`config.mk`:
```
export PLATFORM = sky130hd
export DESIGN_NAME = keyed_outstanding_table_top
export DESIGN_NICKNAME = d
export VERILOG_FILES = /design/src/hdl/kot_pkg.sv /design/src/hdl/kot_ram.sv /design/src/hdl/kot_front.sv /design/src/hdl/kot_queue.sv /design/src/hdl/kot_back.sv /design/src/hdl/keyed_outstanding_table_top.sv
export SDC_FILE = /design/constraint.sdc
export NUM_CORES = 2
export LEC_CHECK = 0
export BUFFER_PORTS_ARGS = -buffer_cell sky130_fd_sc_hd__buf_2
export CORE_AREA = 8 8 471 334
export DETAILED_ROUTE_END_ITERATION = 12
export DIE_AREA = 0 0 479 342
export PLACE_DENSITY = 0.7
export SLEW_MARGIN = 10
export SYNTH_ARGS = -nofsm -noshare
export SYNTH_HDL_FRONTEND = slang
export SYNTH_HIERARCHICAL = 1
export SYNTH_SLANG_ARGS = --single-unit
```
`constraint.sdc`:
```
create_clock -name clk -period 11.5 [get_ports clk]
set_clock_uncertainty 0.2 [all_clocks]
set_input_delay 2.3 -clock clk [delete_from_list [all_inputs] [get_ports clk]]
set_output_delay 2.3 -clock clk [all_outputs]
set_load 0.02 [all_outputs]
```
`src/hdl/kot_pkg.sv`:
```
package kot_pkg;

  // Default sizes, handed to the top-level parameters
  localparam int DEPTH_DEF         = 16;
  localparam int CONTEXT_WIDTH_DEF = 64;
  localparam int KEY_WIDTH_DEF     = 16;

  // Port widths and the widest storage the parameters allow
  localparam int KIND_W    = 3;
  localparam int IN_KEY_W  = 16;
  localparam int SLOT_IN_W = 4;
  localparam int CTX_MAX_W = 64;
  localparam int KEY_MAX_W = 32;
  localparam int OCC_W     = 5;

  // Queue between front and back
  localparam int QDEPTH = 2;
  localparam int QPTR_W = 1;
  localparam int QCNT_W = 2;

  // Operation codes on the kind field
  localparam logic [KIND_W-1:0] KIND_ALLOC = 3'd0;
  localparam logic [KIND_W-1:0] KIND_PEEK  = 3'd1;
  localparam logic [KIND_W-1:0] KIND_FREE  = 3'd2;
  localparam logic [KIND_W-1:0] KIND_READ  = 3'd3;
  localparam logic [KIND_W-1:0] KIND_WRITE = 3'd4;
  localparam logic [KIND_W-1:0] KIND_TICK  = 3'd5;

  typedef enum logic [2:0] {
    OP_ALLOC,
    OP_PEEK,
    OP_FREE,
    OP_READ,
    OP_WRITE,
    OP_TICK,
    OP_NONE
  } op_t;

  typedef struct packed {
    op_t                  op;
    logic [KEY_MAX_W-1:0] key;
    logic [SLOT_IN_W-1:0] sidx;
    logic [CTX_MAX_W-1:0] ctx;
  } item_t;

endpackage

```
`src/hdl/kot_ram.sv`:
```
module kot_ram #(
  parameter int WIDTH = 64,
  parameter int DEPTH = 16,
  parameter int AW    = $clog2(DEPTH)
) (
  input  logic             clk,
  input  logic             we,
  input  logic [AW-1:0]    waddr,
  input  logic [WIDTH-1:0] wdata,
  input  logic [AW-1:0]    raddr,
  output logic [WIDTH-1:0] rdata
);

  logic [WIDTH-1:0] mem_r [DEPTH];
  logic [WIDTH-1:0] rdata_r;

  always_ff @(posedge clk) begin
    if (we) begin
      mem_r[waddr] <= wdata;
    end
    rdata_r <= mem_r[raddr];
  end

  assign rdata = rdata_r;

endmodule

```
`src/hdl/kot_front.sv`:
```
module kot_front #(
  parameter int CONTEXT_WIDTH = kot_pkg::CONTEXT_WIDTH_DEF,
  parameter int KEY_WIDTH     = kot_pkg::KEY_WIDTH_DEF
) (
  input  logic                          start,
  output logic                          busy,
  input  logic [kot_pkg::KIND_W-1:0]    in_kind,
  input  logic [kot_pkg::IN_KEY_W-1:0]  in_lookup_key,
  input  logic [kot_pkg::SLOT_IN_W-1:0] in_slot_index,
  input  logic [kot_pkg::CTX_MAX_W-1:0] in_context_in,
  input  logic                          q_full,
  output logic                          push,
  output kot_pkg::item_t                push_item
);

  localparam logic [63:0] KEY_MASK64 = (64'd1 << KEY_WIDTH) - 64'd1;
  localparam logic [kot_pkg::KEY_MAX_W-1:0] KEY_MASK = KEY_MASK64[kot_pkg::KEY_MAX_W-1:0];
  localparam logic [kot_pkg::CTX_MAX_W-1:0] CTX_MASK =
    {kot_pkg::CTX_MAX_W{1'b1}} >> (kot_pkg::CTX_MAX_W - CONTEXT_WIDTH);

  assign busy = q_full;
  assign push = start & ~q_full;

  always_comb begin
    case (in_kind)
      kot_pkg::KIND_ALLOC: push_item.op = kot_pkg::OP_ALLOC;
      kot_pkg::KIND_PEEK:  push_item.op = kot_pkg::OP_PEEK;
      kot_pkg::KIND_FREE:  push_item.op = kot_pkg::OP_FREE;
      kot_pkg::KIND_READ:  push_item.op = kot_pkg::OP_READ;
      kot_pkg::KIND_WRITE: push_item.op = kot_pkg::OP_WRITE;
      kot_pkg::KIND_TICK:  push_item.op = kot_pkg::OP_TICK;
      default:             push_item.op = kot_pkg::OP_NONE;
    endcase
    // drop key and context bits the table does not keep
    push_item.key  = kot_pkg::KEY_MAX_W'(in_lookup_key) & KEY_MASK;
    push_item.sidx = in_slot_index;
    push_item.ctx  = in_context_in & CTX_MASK;
  end

endmodule

```
`src/hdl/kot_queue.sv`:
```
module kot_queue (
  input  logic           clk,
  input  logic           rst_n,
  input  logic           push,
  input  kot_pkg::item_t push_item,
  output logic           full,
  input  logic           pop,
  output logic           not_empty,
  output kot_pkg::item_t head
);

  kot_pkg::item_t              q_r [kot_pkg::QDEPTH];
  logic [kot_pkg::QPTR_W-1:0]  wr_ptr_r, wr_ptr_nxt;
  logic [kot_pkg::QPTR_W-1:0]  rd_ptr_r, rd_ptr_nxt;
  logic [kot_pkg::QCNT_W-1:0]  cnt_r, cnt_nxt;
  logic                        do_pop;

  assign full      = (cnt_r == kot_pkg::QCNT_W'(kot_pkg::QDEPTH));
  assign not_empty = (cnt_r != '0);
  assign head      = q_r[rd_ptr_r];
  assign do_pop    = pop & not_empty;

  always_comb begin
    wr_ptr_nxt = push ? wr_ptr_r + kot_pkg::QPTR_W'(1) : wr_ptr_r;
    rd_ptr_nxt = do_pop ? rd_ptr_r + kot_pkg::QPTR_W'(1) : rd_ptr_r;
    cnt_nxt    = cnt_r;
    if (push && !do_pop) begin
      cnt_nxt = cnt_r + kot_pkg::QCNT_W'(1);
    end else if (!push && do_pop) begin
      cnt_nxt = cnt_r - kot_pkg::QCNT_W'(1);
    end
  end

  always_ff @(posedge clk) begin
    if (!rst_n) begin
      wr_ptr_r <= '0;
      rd_ptr_r <= '0;
      cnt_r    <= '0;
    end else begin
      wr_ptr_r <= wr_ptr_nxt;
      rd_ptr_r <= rd_ptr_nxt;
      cnt_r    <= cnt_nxt;
    end
  end

  always_ff @(posedge clk) begin
    if (push) begin
      q_r[wr_ptr_r] <= push_item;
    end
  end

endmodule

```
`src/hdl/kot_back.sv`:
```
module kot_back #(
  parameter int DEPTH         = kot_pkg::DEPTH_DEF,
  parameter int CONTEXT_WIDTH = kot_pkg::CONTEXT_WIDTH_DEF,
  parameter int KEY_WIDTH     = kot_pkg::KEY_WIDTH_DEF
) (
  input  logic                          clk,
  input  logic                          rst_n,
  input  logic                          item_vld,
  input  kot_pkg::item_t                item,
  output logic                          item_pop,
  output logic                          out_strobe,
  output logic                          out_ok,
  output logic [kot_pkg::SLOT_IN_W-1:0] out_slot_out,
  output logic [kot_pkg::CTX_MAX_W-1:0] out_context_out,
  output logic [kot_pkg::OCC_W-1:0]     out_occupancy,
  output logic                          out_is_full
);

  localparam int SLOT_W = $clog2(DEPTH);
  localparam int CNT_W  = $clog2(DEPTH + 1);

  // table control
  logic [DEPTH-1:0]     valid_r, valid_nxt;
  logic [DEPTH-1:0]     pend_r, pend_nxt;
  logic [SLOT_W-1:0]    ptr_r, ptr_nxt;
  logic [CNT_W-1:0]     cnt_r, cnt_nxt;
  logic [CNT_W-1:0]     pcnt_r, pcnt_nxt;
  // payload: keys and age matrix (age_r[j][i] set means slot j is older than slot i)
  logic [KEY_WIDTH-1:0] key_r [DEPTH];
  logic [DEPTH-1:0]     age_r [DEPTH];
  // result stage
  logic                          res_vld_r, res_vld_nxt;
  logic                          res_ok_r, res_ok_nxt;
  logic [kot_pkg::SLOT_IN_W-1:0] res_slot_r, res_slot_nxt;
  logic                          res_ram_r, res_ram_nxt;

  logic [DEPTH-1:0]         live, match, oldest, free_v, hi_v, idx_sel;
  logic                     tgt_live, found, any_free, any_hi;
  logic [SLOT_W-1:0]        found_idx, pick_hi, pick_lo, pick, sidx_w;
  logic [KEY_WIDTH-1:0]     key_m;
  logic                     alloc_go, key_we, ram_we;
  logic [SLOT_W-1:0]        ram_waddr, ram_raddr;
  logic [CONTEXT_WIDTH-1:0] ram_rdata;

  assign item_pop = item_vld;
  assign key_m    = item.key[KEY_WIDTH-1:0];
  assign sidx_w   = SLOT_W'(item.sidx);

  // classify slots in parallel
  always_comb begin
    for (int i = 0; i < DEPTH; i++) begin
      live[i]    = valid_r[i] & ~pend_r[i];
      match[i]   = live[i] && (key_r[i] == key_m);
      free_v[i]  = ~valid_r[i];
      hi_v[i]    = free_v[i] && (i >= int'(ptr_r));
      idx_sel[i] = (32'(item.sidx) == i);
    end
    for (int i = 0; i < DEPTH; i++) begin
      oldest[i] = match[i];
      for (int j = 0; j < DEPTH; j++) begin
        if (match[j] && age_r[j][i]) begin
          oldest[i] = 1'b0;
        end
      end
    end
    tgt_live = |(idx_sel & live);
    found    = |oldest;
    any_free = |free_v;
    any_hi   = |hi_v;
    found_idx = '0;
    pick_hi   = '0;
    pick_lo   = '0;
    for (int i = DEPTH - 1; i >= 0; i--) begin
      if (oldest[i]) found_idx = SLOT_W'(i);
      if (hi_v[i])   pick_hi   = SLOT_W'(i);
      if (free_v[i]) pick_lo   = SLOT_W'(i);
    end
    pick = any_hi ? pick_hi : pick_lo;
  end

  always_comb begin
    valid_nxt    = valid_r;
    pend_nxt     = pend_r;
    ptr_nxt      = ptr_r;
    cnt_nxt      = cnt_r;
    pcnt_nxt     = pcnt_r;
    res_vld_nxt  = item_vld;
    res_ok_nxt   = 1'b0;
    res_slot_nxt = '0;
    res_ram_nxt  = 1'b0;
    alloc_go     = 1'b0;
    key_we       = 1'b0;
    ram_we       = 1'b0;
    ram_waddr    = sidx_w;
    ram_raddr    = sidx_w;
    if (item_vld) begin
      case (item.op)
        kot_pkg::OP_ALLOC: begin
          if (any_free) begin
            alloc_go        = 1'b1;
            key_we          = 1'b1;
            ram_we          = 1'b1;
            ram_waddr       = pick;
            valid_nxt[pick] = 1'b1;
            pend_nxt[pick]  = 1'b0;
            ptr_nxt         = (pick == SLOT_W'(DEPTH - 1)) ? '0 : pick + SLOT_W'(1);
            cnt_nxt         = cnt_r + CNT_W'(1);
            res_ok_nxt      = 1'b1;
            res_slot_nxt    = kot_pkg::SLOT_IN_W'(pick);
          end
        end
        kot_pkg::OP_PEEK: begin
          ram_raddr    = found_idx;
          res_ok_nxt   = found;
          res_ram_nxt  = found;
          res_slot_nxt = found ? kot_pkg::SLOT_IN_W'(found_idx) : '0;
        end
        kot_pkg::OP_FREE: begin
          if (tgt_live) begin
            pend_nxt   = pend_r | idx_sel;
            pcnt_nxt   = pcnt_r + CNT_W'(1);
            res_ok_nxt = 1'b1;
          end
        end
        kot_pkg::OP_READ: begin
          res_ok_nxt  = tgt_live;
          res_ram_nxt = tgt_live;
        end
        kot_pkg::OP_WRITE: begin
          ram_we     = tgt_live;
          res_ok_nxt = tgt_live;
        end
        kot_pkg::OP_TICK: begin
          // retire every pending slot at once
          valid_nxt  = valid_r & ~pend_r;
          pend_nxt   = '0;
          cnt_nxt    = cnt_r - pcnt_r;
          pcnt_nxt   = '0;
          res_ok_nxt = 1'b1;
        end
        default: begin
        end
      endcase
    end
  end

  always_ff @(posedge clk) begin
    if (!rst_n) begin
      valid_r   <= '0;
      pend_r    <= '0;
      ptr_r     <= '0;
      cnt_r     <= '0;
      pcnt_r    <= '0;
      res_vld_r <= 1'b0;
    end else begin
      valid_r   <= valid_nxt;
      pend_r    <= pend_nxt;
      ptr_r     <= ptr_nxt;
      cnt_r     <= cnt_nxt;
      pcnt_r    <= pcnt_nxt;
      res_vld_r <= res_vld_nxt;
    end
  end

  always_ff @(posedge clk) begin
    res_ok_r   <= res_ok_nxt;
    res_slot_r <= res_slot_nxt;
    res_ram_r  <= res_ram_nxt;
    if (key_we) begin
      key_r[pick] <= key_m;
    end
    // the new slot is younger than every other slot
    if (alloc_go) begin
      for (int j = 0; j < DEPTH; j++) begin
        if (j == int'(pick)) begin
          age_r[j] <= '0;
        end else begin
          age_r[j][pick] <= 1'b1;
        end
      end
    end
  end

  kot_ram #(
    .WIDTH (CONTEXT_WIDTH),
    .DEPTH (DEPTH),
    .AW    (SLOT_W)
  ) u_ctx_ram (
    .clk   (clk),
    .we    (ram_we),
    .waddr (ram_waddr),
    .wdata (item.ctx[CONTEXT_WIDTH-1:0]),
    .raddr (ram_raddr),
    .rdata (ram_rdata)
  );

  assign out_strobe      = res_vld_r;
  assign out_ok          = res_ok_r;
  assign out_slot_out    = res_slot_r;
  assign out_context_out = res_ram_r ? kot_pkg::CTX_MAX_W'(ram_rdata) : '0;
  assign out_occupancy   = kot_pkg::OCC_W'(cnt_r);
  assign out_is_full     = (cnt_r == CNT_W'(DEPTH));

endmodule

```
`src/hdl/keyed_outstanding_table_top.sv`:
```
// Result path: a transaction is registered into the queue at the edge that accepts
//   it, then through the table update into the result stage that drives the strobe.
// Throughput: one transaction per cycle; the back end drains the queue every cycle,
//   with a parallel slot compare and a registered context RAM read.
// Reset: synchronous, active low; the table comes up empty, no clearing pass is needed.
//   The receiver cannot stall and the queue never fills, so busy stays low.
module keyed_outstanding_table_top #(
  parameter int DEPTH         = kot_pkg::DEPTH_DEF,
  parameter int CONTEXT_WIDTH = kot_pkg::CONTEXT_WIDTH_DEF,
  parameter int KEY_WIDTH     = kot_pkg::KEY_WIDTH_DEF
) (
  input  logic                          clk,
  input  logic                          rst_n,
  input  logic                          start,
  output logic                          busy,
  input  logic [kot_pkg::KIND_W-1:0]    in_kind,
  input  logic [kot_pkg::IN_KEY_W-1:0]  in_lookup_key,
  input  logic [kot_pkg::SLOT_IN_W-1:0] in_slot_index,
  input  logic [kot_pkg::CTX_MAX_W-1:0] in_context_in,
  output logic                          out_strobe,
  output logic                          out_ok,
  output logic [kot_pkg::SLOT_IN_W-1:0] out_slot_out,
  output logic [kot_pkg::CTX_MAX_W-1:0] out_context_out,
  output logic [kot_pkg::OCC_W-1:0]     out_occupancy,
  output logic                          out_is_full
);

  // Front to queue: a transaction is pushed whenever start meets a non-full queue.
  logic           push;
  kot_pkg::item_t push_item;
  logic           q_full;

  // Queue to back: the back end pops the head every cycle it is present.
  logic           q_not_empty;
  logic           q_pop;
  kot_pkg::item_t q_head;

  // Decode the kind into an operation and trim key and context to stored widths.
  kot_front #(
    .CONTEXT_WIDTH (CONTEXT_WIDTH),
    .KEY_WIDTH     (KEY_WIDTH)
  ) u_front (
    .start         (start),
    .busy          (busy),
    .in_kind       (in_kind),
    .in_lookup_key (in_lookup_key),
    .in_slot_index (in_slot_index),
    .in_context_in (in_context_in),
    .q_full        (q_full),
    .push          (push),
    .push_item     (push_item)
  );

  // Hold classified transactions between the front and the back end.
  kot_queue u_queue (
    .clk       (clk),
    .rst_n     (rst_n),
    .push      (push),
    .push_item (push_item),
    .full      (q_full),
    .pop       (q_pop),
    .not_empty (q_not_empty),
    .head      (q_head)
  );

  // Execute against the slot table: parallel key match with an age matrix picks
  // the oldest live entry, a rotating priority pick serves alloc, and a pending
  // counter lets tick settle occupancy without a population count.
  kot_back #(
    .DEPTH         (DEPTH),
    .CONTEXT_WIDTH (CONTEXT_WIDTH),
    .KEY_WIDTH     (KEY_WIDTH)
  ) u_back (
    .clk             (clk),
    .rst_n           (rst_n),
    .item_vld        (q_not_empty),
    .item            (q_head),
    .item_pop        (q_pop),
    .out_strobe      (out_strobe),
    .out_ok          (out_ok),
    .out_slot_out    (out_slot_out),
    .out_context_out (out_context_out),
    .out_occupancy   (out_occupancy),
    .out_is_full     (out_is_full)
  );

endmodule

```
==> metrics <==
status complete, no violations; slack of the worst reg-to-reg path about 3.7 ns; Reg2Reg Depth 18; crit path max-delay cell type dfxtp_4; Hold Path Class register to register; max_slew headroom 14.7%; Worst setup SP type register; Worst path max stage delay around 0.86 ns; post-route cell area about 80000 um^2; via count of the routed design 38.5k; total track usage 20.6%; hold depth 2; clock sinks ~1.8k; Pleak a little under 30 nW; Place WS between 3 and 4 ns; critical path fanouts, max around 120; Final WS setup 3.71 ns; Area growth syn-to-layout 10.6%; initial antenna violation count 4; Peak VDD IR around 0.17 mV; hold path startpoint u_back/age_r[1][0]; final setup TNS 0 ns; GR peak layer met2; final non-filler cell total around 6.6k; nets 4543; placed insts between 6k and 7k; FF-to-FF End u_back/u_ctx_ram/rdata[9]; synth warn 6; fin. max-slew vios 0; Final ANT Viol Nets 0; CTS Buffer Depth 3; Post-Syn Area 73200 um^2; RSZ-0062 raised after global routing false; postcts setup bufs 0; Detailed Route WL about 170000 um; Initial Util between 40% and 50%; cell row count approximately 120; vias in the first global route about 37k; grt total ovfl 0; root buffer cell clkbuf_16; crit-path cells mux2_2 -> buf_4 -> xor2_1 -> nor3b_1 -> nand3_1 -> nor3_1 -> nand4_1 -> or4_1 -> a32oi_1 -> o21bai_1 -> a21oi_1 -> o31a_1 -> o21bai_2 -> nand2_4 -> buf_12 -> mux4_2 -> a22oi_1 -> nand2_1; GRT met2 Usage between 30% and 40%; clock transition at the registers of the reported paths about 0.070 ns; PortBufs ~170; setup violators final 0; FMAX roughly 130 MHz; Die Footprint roughly 160000 um^2; Hold-fix buffers, CTS 0; Clk Latency, worst-skew pair about 0.80 ns; Syn Area/Cell 16.8 um^2; Critical Path RT about 12 ns; met1 usage 30.6%; GR Util met3 under 10%; drt pass-1 iters 6; Setup CP Type register to register; Max Cap Viol 0; power per cell area between 200 and 250 nW/um^2; first-pass GRT wire length about 250000 um; placed cell areas about 75000 um^2; HPWL Detailed ~95000 um; share of cells above drive strength 1 between 10% and 20%; Die H 342 um; Core Region about 150000 um^2; crit share post-route between 60% and 70%; CTS tree yes; post_cts resized 0; TritonCTS Buffers between 150 and 200; WL per Instance ~26 um; Arr. time, crit path just over 8 ns; largest net degree at the start of global routing about 120; worst slew pin tran around 1.3 ns; Syn Inst Count between 4k and 5k; die width 479 um; Setup crit end kind register; Placer Congestion about 0.86; final hold violation count 0; DR vias/cell between 5 and 6; drc violations 0; initial drt markers roughly 4.7k; Ports 167; H-tree levels 4; Hold Path Sink u_back/age_r[1][0]; minimum period implied by the final worst setup slack 7.79 ns
[worst max-delay path: cells and delay by family (launching register included)]
kind            cells  cell delay (ns)
simple gates        7             2.79
mux                 2             1.17
compound gates      6             1.16
buf+inv             2             0.96
flops               1             0.86
xor+xnor            1             0.20
[metrics by stage]
step	total power [W]	hold WS [ns]	utilization, %
6_report	0.0173	0.251	54.1
5_1_grt	0.0179	0.277	54.1
4_1_cts	0.0174	0.252	54.1
3_5_place_dp	0.0118	0.242	50.3
3_3_place_gp	0.0117	0.234	50.3
2_1_floorplan	0.0108	0.220	-
[power breakdown]
| part | internal, W | switching, W | leakage (nW) |
|---|---|---|---|
| sequential | 0.00805 | 0.000151 | 16.6 |
| combinational | 0.00128 | 0.00213 | 10.1 |
| clock | 0.00321 | 0.00243 | 2.75 |
[worst max path at each step]
stage,slack [ns],to
after CTS,3.73,u_back/u_ctx_ram/rdata[15]
after detailed placement,3.75,u_back/u_ctx_ram/rdata[15]
after global placement,3.78,u_back/u_ctx_ram/rdata[15]
final,3.71,u_back/u_ctx_ram/rdata[9]
after global routing,3.23,u_back/u_ctx_ram/rdata[18]
after floorplan,3.57,u_back/u_ctx_ram/mem_r[0][0]
[registers in the layout (all words and copies together), names as in the netlist, named ones only]
name,cells
u_back/age_r,256
u_back/key_r,256
u_back/out_occupancy,5
u_back/out_ok,1
u_back/out_slot_out,4
u_back/out_strobe,1
u_back/pcnt_r,5
u_back/pend_r,16
u_back/ptr_r,4
u_back/res_ram_r,1
u_back/u_ctx_ram/mem_r,1024
u_back/u_ctx_ram/rdata,64
u_back/valid_r,16
u_queue/cnt_r,2
u_queue/q_r,174
u_queue/rd_ptr_r,1
u_queue/wr_ptr_r,1
[per-layer routing]
metal / wire [um] / vias up
met5: 0 / -
met3: 17900 / 236
met1: 73200 / 19800
met4: 3300 / 0
li1: - / 16500
met2: 77500 / 1912
[cells in the final DEF, fill, tap and decap left out, types with 17 or more instances in the layout]
cell          n
a21boi_0     20
a21oi_1      51
a22oi_1     200
and2_1       95
buf_2       166
buf_4        78
clkbuf_1     38
clkbuf_16   172
clkinv_1     25
clkinv_2     31
dfxtp_1     136
edfxtp_1   1694
inv_1       216
mux2_2       87
mux4_2      256
nand2_1     431
nand2b_1     17
nand3_1      60
nand4_1      41
nor2_1      122
nor3_1       26
nor4_1       32
o21ai_0      19
o22ai_1      19
xnor2_1     163
xor2_1      102
[cell type report]
type                    instances  area, um^2
fillers                     11400       68700
flip-flops and latches       1832       53600
multi-input cells            1974       16900
clock buffers                 224        4640
well taps                    1996        2500
repair buffers                246        1460
clock inverters                87         980
inverters                     220         826
diodes                          1        2.50
(Power assumes the default switching activity.)
